--- src/hdl/sfpx_pkg.sv ---
// ----------------------------------------------------------------------------
// sfpx_pkg
// Shared constants, register indexes, state encoding and the command/status
// structs that pass between the frame parser controller and its datapath.
// ----------------------------------------------------------------------------
package sfpx_pkg;

    localparam int FRAME_BUFFER_BYTES = 32;
    localparam int PAYLOAD_CAP        = FRAME_BUFFER_BYTES - 6;
    localparam int ADDR_W             = $clog2(PAYLOAD_CAP);
    localparam int BYTE_W             = 8;
    localparam int LEN_W              = 5;
    localparam int CFG_IDX_W          = 2;

    // configuration register indexes
    localparam logic [CFG_IDX_W-1:0] CFG_HEADER_FIRST  = 2'd0;
    localparam logic [CFG_IDX_W-1:0] CFG_HEADER_SECOND = 2'd1;
    localparam logic [CFG_IDX_W-1:0] CFG_TAIL_FIRST    = 2'd2;
    localparam logic [CFG_IDX_W-1:0] CFG_TAIL_SECOND   = 2'd3;

    // configuration reset values
    localparam logic [BYTE_W-1:0] RST_HEADER_FIRST  = 8'd170;
    localparam logic [BYTE_W-1:0] RST_HEADER_SECOND = 8'd85;
    localparam logic [BYTE_W-1:0] RST_TAIL_FIRST    = 8'd13;
    localparam logic [BYTE_W-1:0] RST_TAIL_SECOND   = 8'd10;

    typedef enum logic [8:0] {
        ST_HDR1  = 9'b000000001,
        ST_HDR2  = 9'b000000010,
        ST_CMD   = 9'b000000100,
        ST_LEN   = 9'b000001000,
        ST_DATA  = 9'b000010000,
        ST_CHK   = 9'b000100000,
        ST_TAIL1 = 9'b001000000,
        ST_TAIL2 = 9'b010000000,
        ST_EMIT  = 9'b100000000
    } state_t;

    // controller -> datapath
    typedef struct packed {
        logic load_cmd;    // capture command byte, seed checksum
        logic load_len;    // capture length, clear fill count
        logic store_byte;  // write payload byte, fold into checksum
        logic start_run;   // frame complete, point read at entry 0
        logic step_run;    // current result word taken
    } cmd_t;

    // datapath -> controller
    typedef struct packed {
        logic hdr1_hit;
        logic hdr2_hit;
        logic len_ok;
        logic len_zero;
        logic fill_done;
        logic chk_hit;
        logic tail1_hit;
        logic tail2_hit;
        logic run_last;
    } sts_t;

endpackage

--- src/hdl/sfpx_ram.sv ---
// ----------------------------------------------------------------------------
// sfpx_ram
// Generic single-write, single-read RAM with registered read data.
// ----------------------------------------------------------------------------
module sfpx_ram #(
    parameter int WIDTH = 8,
    parameter int DEPTH = 26
) (
    input  logic                     clk,
    input  logic                     we,
    input  logic [$clog2(DEPTH)-1:0] waddr,
    input  logic [WIDTH-1:0]         wdata,
    input  logic [$clog2(DEPTH)-1:0] raddr,
    output logic [WIDTH-1:0]         rdata
);

    logic [WIDTH-1:0] mem [DEPTH];

    always_ff @(posedge clk)
    begin
        if (we)
        begin
            mem[waddr] <= wdata;
        end
        rdata <= mem[raddr];
    end

endmodule

--- src/hdl/sfpx_ctrl.sv ---
// ----------------------------------------------------------------------------
// sfpx_ctrl
// Frame parser state machine: walks the frame fields and sequences the
// result run.
// ----------------------------------------------------------------------------
module sfpx_ctrl (
    input  logic          clk,
    input  logic          rst_n,
    input  logic          in_valid,
    output logic          in_stall,
    output logic          out_valid,
    input  logic          out_stall,
    input  sfpx_pkg::sts_t sts,
    output sfpx_pkg::cmd_t cmd
);
    import sfpx_pkg::*;

    state_t state_reg;
    state_t state_next;
    logic   in_acc;

    assign in_stall  = (state_reg == ST_EMIT);
    assign out_valid = (state_reg == ST_EMIT);
    assign in_acc    = in_valid && !in_stall;

    always_comb
    begin
        state_next     = state_reg;
        cmd.load_cmd   = 1'b0;
        cmd.load_len   = 1'b0;
        cmd.store_byte = 1'b0;
        cmd.start_run  = 1'b0;
        cmd.step_run   = 1'b0;
        case (state_reg)
            ST_HDR1:
            begin
                if (in_acc && sts.hdr1_hit)
                begin
                    state_next = ST_HDR2;
                end
            end
            ST_HDR2:
            begin
                if (in_acc)
                begin
                    state_next = sts.hdr2_hit ? ST_CMD : ST_HDR1;
                end
            end
            ST_CMD:
            begin
                if (in_acc)
                begin
                    cmd.load_cmd = 1'b1;
                    state_next   = ST_LEN;
                end
            end
            ST_LEN:
            begin
                if (in_acc)
                begin
                    if (!sts.len_ok)
                    begin
                        state_next = ST_HDR1;
                    end
                    else
                    begin
                        cmd.load_len = 1'b1;
                        state_next   = sts.len_zero ? ST_CHK : ST_DATA;
                    end
                end
            end
            ST_DATA:
            begin
                if (in_acc)
                begin
                    cmd.store_byte = 1'b1;
                    if (sts.fill_done)
                    begin
                        state_next = ST_CHK;
                    end
                end
            end
            ST_CHK:
            begin
                if (in_acc)
                begin
                    state_next = sts.chk_hit ? ST_TAIL1 : ST_HDR1;
                end
            end
            ST_TAIL1:
            begin
                if (in_acc)
                begin
                    state_next = sts.tail1_hit ? ST_TAIL2 : ST_HDR1;
                end
            end
            ST_TAIL2:
            begin
                if (in_acc)
                begin
                    if (sts.tail2_hit)
                    begin
                        cmd.start_run = 1'b1;
                        state_next    = ST_EMIT;
                    end
                    else
                    begin
                        state_next = ST_HDR1;
                    end
                end
            end
            ST_EMIT:
            begin
                if (!out_stall)
                begin
                    cmd.step_run = 1'b1;
                    if (sts.run_last)
                    begin
                        state_next = ST_HDR1;
                    end
                end
            end
            default:
            begin
                state_next = ST_HDR1;
            end
        endcase
    end

    always_ff @(posedge clk or negedge rst_n)
    begin
        if (!rst_n)
        begin
            state_reg <= ST_HDR1;
        end
        else
        begin
            state_reg <= state_next;
        end
    end

endmodule

--- src/hdl/sfpx_dp.sv ---
// ----------------------------------------------------------------------------
// sfpx_dp
// Parser datapath: config registers, field compares, running XOR checksum,
// payload buffer and result field generation.
// ----------------------------------------------------------------------------
module sfpx_dp (
    input  logic                              clk,
    input  logic                              rst_n,
    input  logic                              cfg_we,
    input  logic [sfpx_pkg::CFG_IDX_W-1:0]    cfg_index,
    input  logic [sfpx_pkg::BYTE_W-1:0]       cfg_data,
    input  logic [sfpx_pkg::BYTE_W-1:0]       rx_byte,
    input  sfpx_pkg::cmd_t                    cmd,
    output sfpx_pkg::sts_t                    sts,
    output logic [sfpx_pkg::BYTE_W-1:0]       command,
    output logic [sfpx_pkg::LEN_W-1:0]        payload_length,
    output logic [sfpx_pkg::LEN_W-1:0]        byte_index,
    output logic [sfpx_pkg::BYTE_W-1:0]       payload_byte,
    output logic                              has_payload,
    output logic                              last
);
    import sfpx_pkg::*;

    logic [BYTE_W-1:0] header_first_reg;
    logic [BYTE_W-1:0] header_second_reg;
    logic [BYTE_W-1:0] tail_first_reg;
    logic [BYTE_W-1:0] tail_second_reg;
    logic [BYTE_W-1:0] command_reg;
    logic [LEN_W-1:0]  length_reg;
    logic [LEN_W-1:0]  fill_reg;
    logic [BYTE_W-1:0] chk_reg;
    logic [LEN_W-1:0]  idx_reg;

    logic [BYTE_W-1:0] chk_next;
    logic [LEN_W-1:0]  fill_next;
    logic [LEN_W-1:0]  idx_next;
    logic [LEN_W:0]    fill_inc;
    logic [LEN_W:0]    idx_inc;
    logic              run_empty;
    logic [BYTE_W-1:0] rdata;

    // status compares
    assign fill_inc = {1'b0, fill_reg} + 1'b1;
    assign idx_inc  = {1'b0, idx_reg} + 1'b1;
    assign run_empty = (length_reg == '0);

    assign sts.hdr1_hit  = (rx_byte == header_first_reg);
    assign sts.hdr2_hit  = (rx_byte == header_second_reg);
    assign sts.len_ok    = (rx_byte <= BYTE_W'(PAYLOAD_CAP));
    assign sts.len_zero  = (rx_byte == '0);
    assign sts.fill_done = (fill_inc >= {1'b0, length_reg});
    assign sts.chk_hit   = (rx_byte == chk_reg);
    assign sts.tail1_hit = (rx_byte == tail_first_reg);
    assign sts.tail2_hit = (rx_byte == tail_second_reg);
    assign sts.run_last  = run_empty || (idx_inc == {1'b0, length_reg});

    always_comb
    begin
        chk_next = chk_reg;
        if (cmd.load_cmd)
        begin
            chk_next = rx_byte;
        end
        else if (cmd.load_len || cmd.store_byte)
        begin
            chk_next = chk_reg ^ rx_byte;
        end
    end

    always_comb
    begin
        fill_next = fill_reg;
        if (cmd.load_len)
        begin
            fill_next = '0;
        end
        else if (cmd.store_byte)
        begin
            fill_next = fill_inc[LEN_W-1:0];
        end
    end

    // read address runs one step ahead so the RAM output lines up with idx_reg
    always_comb
    begin
        idx_next = idx_reg;
        if (cmd.start_run)
        begin
            idx_next = '0;
        end
        else if (cmd.step_run && !sts.run_last)
        begin
            idx_next = idx_inc[LEN_W-1:0];
        end
    end

    always_ff @(posedge clk or negedge rst_n)
    begin
        if (!rst_n)
        begin
            header_first_reg  <= RST_HEADER_FIRST;
            header_second_reg <= RST_HEADER_SECOND;
            tail_first_reg    <= RST_TAIL_FIRST;
            tail_second_reg   <= RST_TAIL_SECOND;
            command_reg       <= '0;
            length_reg        <= '0;
            fill_reg          <= '0;
            chk_reg           <= '0;
            idx_reg           <= '0;
        end
        else
        begin
            if (cfg_we)
            begin
                case (cfg_index)
                    CFG_HEADER_FIRST:  header_first_reg  <= cfg_data;
                    CFG_HEADER_SECOND: header_second_reg <= cfg_data;
                    CFG_TAIL_FIRST:    tail_first_reg    <= cfg_data;
                    CFG_TAIL_SECOND:   tail_second_reg   <= cfg_data;
                    default:           tail_second_reg   <= tail_second_reg;
                endcase
            end
            if (cmd.load_cmd)
            begin
                command_reg <= rx_byte;
            end
            if (cmd.load_len)
            begin
                length_reg <= rx_byte[LEN_W-1:0];
            end
            fill_reg <= fill_next;
            chk_reg  <= chk_next;
            idx_reg  <= idx_next;
        end
    end

    sfpx_ram #(
        .WIDTH (BYTE_W),
        .DEPTH (PAYLOAD_CAP)
    ) u_store (
        .clk   (clk),
        .we    (cmd.store_byte),
        .waddr (fill_reg[ADDR_W-1:0]),
        .wdata (rx_byte),
        .raddr (idx_next[ADDR_W-1:0]),
        .rdata (rdata)
    );

    assign command        = command_reg;
    assign payload_length = length_reg;
    assign byte_index     = idx_reg;
    assign payload_byte   = run_empty ? '0 : rdata;
    assign has_payload    = !run_empty;
    assign last           = sts.run_last;

endmodule

--- src/hdl/serial_frame_parser_xor.sv ---
// ----------------------------------------------------------------------------
// serial_frame_parser_xor
// Timing: the first result word is valid the cycle after the accepted second
//   tail byte.
// Throughput: one byte per cycle while parsing; a valid frame then emits one
//   result word per cycle whenever out_stall is low (length words, or one for
//   an empty payload) while the input is stalled, so a frame of L payload bytes
//   costs L+7 bytes plus max(L,1) result words.
// Reset (rst_n, async, active low): parser hunts for the first header, config
//   registers return to their defaults; the payload buffer is not cleared.
// ----------------------------------------------------------------------------
//
// Frame: hdr1, hdr2, command, length, payload[length], checksum, tail1, tail2.
// The checksum is the XOR of command, length and payload, accumulated as the
// bytes arrive, so the check byte is compared against a register directly.
// Any mismatch (second header, oversize length, checksum, either tail byte)
// consumes the byte and drops back to hunting for the first header.
//
// Payload bytes land in a small RAM with a registered read port. During the
// result run the read address is driven from the next index, so the RAM
// output always matches the word currently on the output; the run advances
// one entry per cycle whenever the downstream side does not stall.
//
// The controller (sfpx_ctrl) owns the frame state and the handshakes; the
// datapath (sfpx_dp) owns config, field compares, checksum, buffer and the
// result fields.
// ----------------------------------------------------------------------------
module serial_frame_parser_xor (
    input  logic                           clk,
    input  logic                           rst_n,
    // configuration
    input  logic                           cfg_we,
    input  logic [sfpx_pkg::CFG_IDX_W-1:0] cfg_index,
    input  logic [sfpx_pkg::BYTE_W-1:0]    cfg_data,
    // received byte channel
    input  logic                           in_valid,
    output logic                           in_stall,
    input  logic [sfpx_pkg::BYTE_W-1:0]    rx_byte,
    // result channel
    output logic                           out_valid,
    input  logic                           out_stall,
    output logic [sfpx_pkg::BYTE_W-1:0]    command,
    output logic [sfpx_pkg::LEN_W-1:0]     payload_length,
    output logic [sfpx_pkg::LEN_W-1:0]     byte_index,
    output logic [sfpx_pkg::BYTE_W-1:0]    payload_byte,
    output logic                           has_payload,
    output logic                           last
);
    import sfpx_pkg::*;

    cmd_t cmd;
    sts_t sts;

    sfpx_ctrl u_ctrl (
        .clk       (clk),
        .rst_n     (rst_n),
        .in_valid  (in_valid),
        .in_stall  (in_stall),
        .out_valid (out_valid),
        .out_stall (out_stall),
        .sts       (sts),
        .cmd       (cmd)
    );

    sfpx_dp u_dp (
        .clk            (clk),
        .rst_n          (rst_n),
        .cfg_we         (cfg_we),
        .cfg_index      (cfg_index),
        .cfg_data       (cfg_data),
        .rx_byte        (rx_byte),
        .cmd            (cmd),
        .sts            (sts),
        .command        (command),
        .payload_length (payload_length),
        .byte_index     (byte_index),
        .payload_byte   (payload_byte),
        .has_payload    (has_payload),
        .last           (last)
    );

endmodule

--- config.mk ---
export PLATFORM = sky130hd
export DESIGN_NAME = serial_frame_parser_xor
export DESIGN_NICKNAME = d
export VERILOG_FILES = /design/src/hdl/sfpx_pkg.sv /design/src/hdl/sfpx_ram.sv /design/src/hdl/sfpx_ctrl.sv /design/src/hdl/sfpx_dp.sv /design/src/hdl/serial_frame_parser_xor.sv
export SDC_FILE = /design/constraint.sdc
export NUM_CORES = 1
export LEC_CHECK = 0
export BUFFER_PORTS_ARGS = -buffer_cell sky130_fd_sc_hd__buf_2
export CORE_MARGIN = 2
export CORE_UTILIZATION = 40
export DETAILED_ROUTE_END_ITERATION = 10
export PLACE_DENSITY = 0.53
export SYNTH_ARGS = -nofsm -noshare
export SYNTH_HDL_FRONTEND = slang
export SYNTH_SLANG_ARGS = --single-unit
--- constraint.sdc ---
create_clock -name clk -period 3.2 [get_ports clk]
set_clock_uncertainty 0.1 [all_clocks]
set_input_delay 0.16 -clock clk [delete_from_list [all_inputs] [get_ports clk]]
set_output_delay 0.16 -clock clk [all_outputs]
set_load 0.1 [all_outputs]
==> results of run 1 <==
kinds of logic after synthesis:
group | count (synthesis) | synth area share (%)
AOI/OAI and AO/OA | 175 | 9.24
muxes | 101 | 8.31
adders and majority gates | 10 | 0.969
DFF | 288 | 63.7
buffers and inverters | 82 | 3.01
xor gates and xnor gates | 52 | 3.53
and+or+nand+nor | 299 | 11.2
metal layers:
layer / part of all wire (%) / GRT usage (%) / up-vias
met2: 46 / 35.9 / 302
met1: 46 / 32.2 / 4483
met3: 5.3 / 2.91 / 59
met5: 0 / 0 / -
li1: - / - / 4108
met4: 2.2 / 6.37 / 0
power by group through the flow:
stage / clock, mW / combinational [mW] / sequential (mW)
after floorplan: 0 / 0.384 / 4.27
after global placement: 0 / 0.665 / 4.27
after detailed placement: 0 / 0.672 / 4.27
after CTS: 3.94 / 0.687 / 4.20
after global routing: 4.08 / 0.741 / 4.21
final: 3.87 / 0.682 / 4.20
through the flow:
| stage | worst slack (ns) | power, mW | utilization, % | hold slack, ns |
|---|---|---|---|---|
| floorplan | 0.0674 | 4.66 | - | -0.236 |
| global placement | -0.490 | 4.94 | 45.8 | 0.268 |
| detailed placement | -0.515 | 4.95 | 45.8 | 0.271 |
| CTS | 0.00715 | 8.82 | 50.4 | 0.0995 |
| global route | -0.161 | 9.04 | 51.2 | 0.107 |
| finish | -0.0683 | 8.75 | 51.2 | 0.123 |
worst paths after layout:
kind	from	to	slack, ns
worst max-delay path	u_dp.byte_index[0]	u_dp.u_store.rdata[0]	-0.07
worst min-delay path	in_valid	u_dp.fill_reg[0]	0.12
worst max register to register	u_dp.byte_index[0]	u_dp.u_store.rdata[0]	-0.07
worst min register to register	u_dp.command[4]	u_dp.command[4]	0.40
max in group asynchronous	rst_n	u_dp.byte_index[1]	2.03
min in group asynchronous	rst_n	u_dp.chk_reg[5]	0.25
cell usage in the layout (no fill, tap or decap), types with 10 or more instances in the layout:
cell type	netlist	final
edfxtp_1	208	208
o21ai_0	22	22
o211ai_1	12	12
dfrtp_1	58	47
nand3_1	26	26
xor2_1	31	31
nand4_1	20	20
nor2_1	51	50
a21oi_1	46	36
mux2_2	46	45
nand2_1	128	125
xnor2_1	21	21
dlygate4sd3_1	0	10
and2_1	10	10
clkbuf_16	0	35
mux2i_1	54	50
inv_1	22	22
a31oi_1	16	13
buf_2	27	51
a211oi_1	29	19
dfstp_2	14	14
buf_4	4	128
worst register-to-register path, delay by kind of cell, from the launching register on:
kind	cells	cell delay, ns
compound gates	7	1.43
flops	1	0.49
buf+inv	3	0.43
xor+xnor	1	0.25
mux	1	0.25
fa+ha+maj	1	0.19
area by class of cell:
| class | count | area, um2 | area share [%] |
|---|---|---|---|
| Sequential cell | 288 | 8240 | 50.9 |
| Timing Repair Buffer | 202 | 1540 | 9.50 |
| Multi-Input combinational cell | 637 | 4680 | 28.9 |
| Clock inverter | 24 | 230 | 1.42 |
| Clock buffer | 37 | 883 | 5.45 |
| Inverter | 27 | 121 | 0.749 |
| Tap cell | 402 | 503 | 3.10 |
cell usage after synthesis (all sizes together) (3+ instances only):
cell,number,area [um2]
edfxtp,208,6250
nand2,129,487
dfrtp,58,1450
mux2i,54,541
nor2,52,198
a21oi,47,239
mux2,47,533
buf,40,229
xor2,31,272
a211oi,29,218
inv,27,104
nand3,26,130
o21ai,26,134
nand4,21,138
xnor2,21,184
a31oi,16,100
clkbuf,15,56.3
dfstp,14,368
o211ai,12,90.1
and2,10,62.6
ha,10,125
nor4,10,83.8
a221oi,9,85.1
dfxtp,8,160
nor3,8,45.0
o2111ai,8,70.1
and3,7,43.8
nand2b,7,43.8
o31ai,7,52.6
nand3b,5,37.5
nor2b,5,31.3
nor3b,5,37.5
or2,4,25.0
a21o,3,30.0
o21a,3,22.5
timing repair:
item | in CTS | in global routing
pin swaps | 19 | 19
endpoints found under the setup margin | 8 | 9
gates resized for setup | 37 | 49
setup buffers | 7 | 2
hold buffers | 10 | 0
cloned | 1 | 0
endpoints found under the hold margin | 91 | 0
==> key figures, run 1 <==
Place
  • Area post-placement: 0.0145 mm2
  • Placed Cells: 1537
  • Dpl hpwl: 25000 um
  • RD Place Congestion: 0.887
  • I/O Buffers: 52

STA
  • Max Slew Vio Count: 0
  • Worst relative slew slack: 36.7%
  • Final period util: 102%
  • RSZ-0062 raised after global routing: yes
  • Least-Margin Pin Slew: 0.949 ns
  • Endpoints failing setup: 6
  • Hold Vio Cnt, Final: 0
  • Fin crit period: 3.27 ns
  • FMAX: 306 MHz
  • PnR worst setup slack: -0.0683 ns
  • Setup_tns: -0.216 ns

Power and ir drop
  • Peak VDD IR: 347 uV
  • Power share of the sequential group: 48.0%
  • NetSw: 1.98 mW
  • P_leak: 6.27 nW
  • Switching Fraction: 22.7%
  • Gate power share: 7.8%
  • Int Power: 6.77 mW
  • Power per cell area: 540 mW/mm2
  • Clk network pwr share: 44.2%

CTS
  • CTS tree: yes
  • Clock latency at the later pin of the worst-skew pair: 0.51 ns
  • Max clock buf depth: 3
  • Clock sinks: 288
  • TritonCTS Buffers: 34
  • CTS Root Cell: clkbuf_16
  • Reg clk slew, reported paths: 0.06 ns
  • H-tree depth: 2

Worst hold path
  • Hold Crit Depth: 4
  • Worst min path class: in -> reg

Worst setup path
  • WP data arrival: 3.53 ns
  • Worst-path maximum fanout: 11
  • Worst path bufs/invs: 3
  • Critical Path Most Common Cell: buf_4
  • CP top delay family: compound AO/OA/AOI/OAI gates
  • Worst path slowest cell: dfrtp_4
  • CP peak stage delay: 0.49 ns
  • Worst EP required: 3.46 ns
  • Crit path launch type: register
  • Crit. End Element: register
  • Crit path kind: reg -> reg
  • Critical path depth: 13
  • Reg2Reg Depth: 13
  • Crit-path cells: ha_4 > xnor2_1 > a221oi_4 > o22a_2 > buf_4 > a2111oi_4 > mux2_4 > inv_4 > buf_4 > a21oi_2 > a21oi_1 > o31ai_2 > o211ai_1

Routing
  • DRC viols: 0
  • Vias: 8952
  • Routed Antenna Nets: 0
  • Router iterations before antenna repair: 5
  • Final WL: 37400 um
  • Initial DRC Count: 732
  • Routed WL per cell: 23.1 um
  • Drt via density: 5.54

Final layout
  • Post-route cell area: 0.0162 mm2
  • Area growth, synth to finish: 25.5%
  • Nets: 1223
  • # diodes: 0
  • Max FFs per register: 208
  • Share of cells above drive strength 1: 32.1%
  • Final std cells w/o fill: 1617
  • Filler instances: 2719

Die
  • Site Rows: 65
  • Die area: 0.0337 mm2
  • Die height: 184 um
  • Initial Util: 40.8%
  • Die width: 184 um
  • Core Region: 0.0316 mm2
  • I/O pin total: 53

Logic synthesis
  • Sequential share of the synthesized area: 63.7%
  • Mapped Cells: 1007
  • Syn Nets: 1040
  • Mean Syn Cell Area: 12.8 um2
  • Post-synth cell types: 71
  • Async SR Flop Fraction: 25.0%
  • Area of the mapped netlist: 0.0129 mm2
  • Yosys Warn Count: 0
  • Number of flops mapped to enable cells by yosys: 208
  • FF+latch count, synth: 288
  • Most frequently used flop master after synthesis: edfxtp_1

GRT
  • Pin count of the biggest net entering global routing: 73
  • First-pass GRT wire length: 55800 um
  • Vias in the first global route: 8922
  • Total GRT Usage: 22.4%
  • Initial antenna violation count: 2
  • Total gr overflow: 0

Run status
  • Failing checks: setup timing
  • Status: finished, violations left

Run
  • Max Cap Viol: 0
Note: power is estimated with default switching activity, not from simulation.
==> inputs of run 2 (changes only) <==
CORE_MARGIN = unset   (was 2)
REMOVE_ABC_BUFFERS = 1   (was unset)
==> run 2 against run 1 <==
The run now ends clean. Clock power down 3%. First-iteration DRC count decreased by 13%. Sequential power about the same. Critical path type unchanged. Largest cell class unchanged. Largest power group unchanged. Highest routed layer unchanged.
==> key figures, run 2 (synthesis results as in run 1) <==
Die
  • Die area: 0.0330 mm2 (-2.2%)
  • Die height: 182 um (-1.1%)
  • Die width: 182 um (-1.1%)
  • Site Rows: 65 (unchanged)
  • Initial Util: 40.8% (unchanged)
  • Core Region: 0.0316 mm2 (unchanged)
  • I/O pin total: 53 (unchanged)

Place
  • Dpl hpwl: 23600 um (-5.5%)
  • Post-Place Setup Slack: -0.228 ns (+0.287 ns)
  • RD Place Congestion: 0.847 (-4.5%)
  • I/O Buffers: 52 (unchanged)
  • Area post-placement: 0.0143 mm2 (-1.1%)

GRT
  • Total gr overflow: 0 (unchanged)
  • Total GRT Usage: 21.8% (-0.61 points)
  • First-pass GRT wire length: 54100 um (-3.2%)
  • Pin count of the biggest net entering global routing: 73 (unchanged)
  • Vias in the first global route: 8731 (-2.1%)
  • Initial antenna violation count: 0 (-2)

Worst setup path
  • Crit path launch type: register
  • Worst EP required: 3.46 ns (about the same)
  • Worst path slowest cell: dfrtp_1
  • Crit path kind: reg -> reg
  • Worst-path maximum fanout: 11 (unchanged)
  • Crit-path cells: ha_4 > xnor2_2 > a221oi_4 > o22a_2 > buf_4 > a2111oi_4 > mux2_4 > inv_4 > a21oi_2 > buf_4 > a21oi_2 > o31ai_2 > o211ai_1
  • Crit. End Element: register
  • CP peak stage delay: 0.41 ns (-0.08 ns)
  • WP data arrival: 3.40 ns (-0.13 ns)

STA
  • Endpoints failing setup: 0 (-6)
  • RSZ-0062 raised after global routing: yes
  • FMAX: 318 MHz (+4.0%)
  • Final period util: 98.2% (-4.0 points)
  • Setup_tns: 0 ns (+0.216 ns)
  • Worst relative slew slack: 35.4% (-1.3 points)
  • Hold Vio Cnt, Final: 0 (unchanged)
  • PnR worst setup slack: 0.0582 ns (+0.126 ns)
  • Fin crit period: 3.14 ns (-0.126 ns)
  • Least-Margin Pin Slew: 0.969 ns (+0.0199 ns)
  • Worst hold margin: 0.120 ns (-0.00282 ns)
  • Max Slew Vio Count: 0 (unchanged)

Routing
  • Final WL: 35400 um (-5.2%)
  • Vias: 8649 (-3.4%)
  • Initial DRC Count: 640 (-13%)
  • Routed Antenna Nets: 0 (unchanged)
  • Routed WL per cell: 22.2 um (-3.8%)
  • Router iterations before antenna repair: 8 (+3)
  • DRC viols: 0 (unchanged)
  • Drt via density: 5.43 (-2.0%)

Power and ir drop
  • Total power: 8.62 mW (-1.5%)
  • Power per cell area: 546 mW/mm2 (+1.0%)
  • Switching Fraction: 22.3% (-0.42 points)
  • Clk network pwr share: 43.5% (-0.7 points)
  • Power share of the sequential group: 48.7% (+0.7 points)
  • Gate power share: 7.9% (about the same)
  • Int Power: 6.70 mW (-0.98%)
  • NetSw: 1.92 mW (-3.3%)
  • Peak VDD IR: 393 uV (+13%)
  • P_leak: 6.17 nW (-1.7%)

CTS
  • H-tree depth: 2 (unchanged)
  • Clock sinks: 288 (unchanged)
  • TritonCTS Buffers: 34 (unchanged)
  • Max clock buf depth: 3 (unchanged)
  • CTS Root Cell: clkbuf_16
  • CTS tree: yes
  • Reg clk slew, reported paths: 0.06 ns (about the same)
  • Clock latency at the later pin of the worst-skew pair: 0.50 ns (about the same)

Final layout
  • Nets: 1201 (-1.8%)
  • Commonest non-fill, non-tap cell in the layout: edfxtp_1
  • Share of cells above drive strength 1: 28.4% (-3.7 points)
  • Post-route cell area: 0.0158 mm2 (-2.5%)
  • Max FFs per register: 208 (unchanged)
  • Filler instances: 2765 (+1.7%)
  • Area growth, synth to finish: 22.3%
  • # diodes: 0 (unchanged)
  • Most frequent cells in the layout: edfxtp_1 (208), nand2_1 (127), buf_4 (108)

Run status
  • Status: complete, no violations

Worst hold path
  • Worst min path class: in -> reg

Run
  • Max Cap Viol: 0 (unchanged)
-- run 2: changes by cell type in the layout (fill, tap and decap cells not counted), sizes merged --
| cell | before | now |
|---|---|---|
| inv | 29 | 27 |
| clkinvlp | 2 | 0 |
| bufinv | 4 | 2 |
| buf | 192 | 170 |
| clkbuf | 37 | 42 |
-- run 2: timing repair --
item,in CTS,in global routing
endpoints found under the setup margin,8,16
hold endpoints to repair,91,0
setup buffers,2,0
resized for setup,19,36
pin swaps,5,10
hold buffers,10,0
-- run 2: critical path, delay by kind of cell (launching register included) --
kind | cells | cell delay, ns
adder cells (fa/ha/maj) | 1 | 0.19
flip-flops | 1 | 0.41
buffers and inverters | 3 | 0.39
XOR/XNOR | 1 | 0.20
multiplexers | 1 | 0.24
AO/OA/AOI/OAI | 7 | 1.45
-- run 2: final timing paths --
kind	start	end	slack, ns	cells after the start
setup / recovery	u_dp.byte_index[0]	u_dp.u_store.rdata[5]	0.06	13
hold / removal	in_valid	u_dp.fill_reg[0]	0.12	4
setup reg to reg	u_dp.byte_index[0]	u_dp.u_store.rdata[5]	0.06	13
hold reg to reg	u_dp.command[4]	u_dp.command[4]	0.38	2
max in group asynchronous	rst_n	u_dp.byte_index[3]	2.05	2
min in group asynchronous	rst_n	u_dp.command[0]	0.25	2
-- run 2: layout make-up --
| type | instances | area [um2] | share of cell area, % |
|---|---|---|---|
| clock inverters | 18 | 128 | 0.808 |
| repair buffers | 180 | 1340 | 8.47 |
| well taps | 402 | 503 | 3.18 |
| flip-flops and latches | 288 | 8230 | 52.1 |
| inverters | 27 | 106 | 0.673 |
| clock buffers | 42 | 955 | 6.04 |
| multi-input cells | 637 | 4540 | 28.7 |
-- run 2: power groups by stage --
stage,logic (mW),clock network [mW],registers (mW)
2_1_floorplan,0.343,0,4.29
5_1_grt,0.735,3.95,4.20
3_5_place_dp,0.672,0,4.26
6_report,0.679,3.75,4.19
3_3_place_gp,0.665,0,4.26
4_1_cts,0.686,3.81,4.19
-- run 2: per-layer routing --
layer  track usage [%]  up-vias  part of all wire [%]
met5                 0        -                     0
met4              5.08        0                   1.7
met3              2.87       46                   4.5
met2              36.2      224                    48
met1              30.4     4319                    46
li1                  -     4060                     -
-- run 2: per-stage QoR --
stage          util, %  std cells
6_report          49.9       1594
3_3_place_gp      45.2       1522
5_1_grt           49.9       1594
4_1_cts           49.4       1594
3_5_place_dp      45.2       1522
2_1_floorplan        -        952
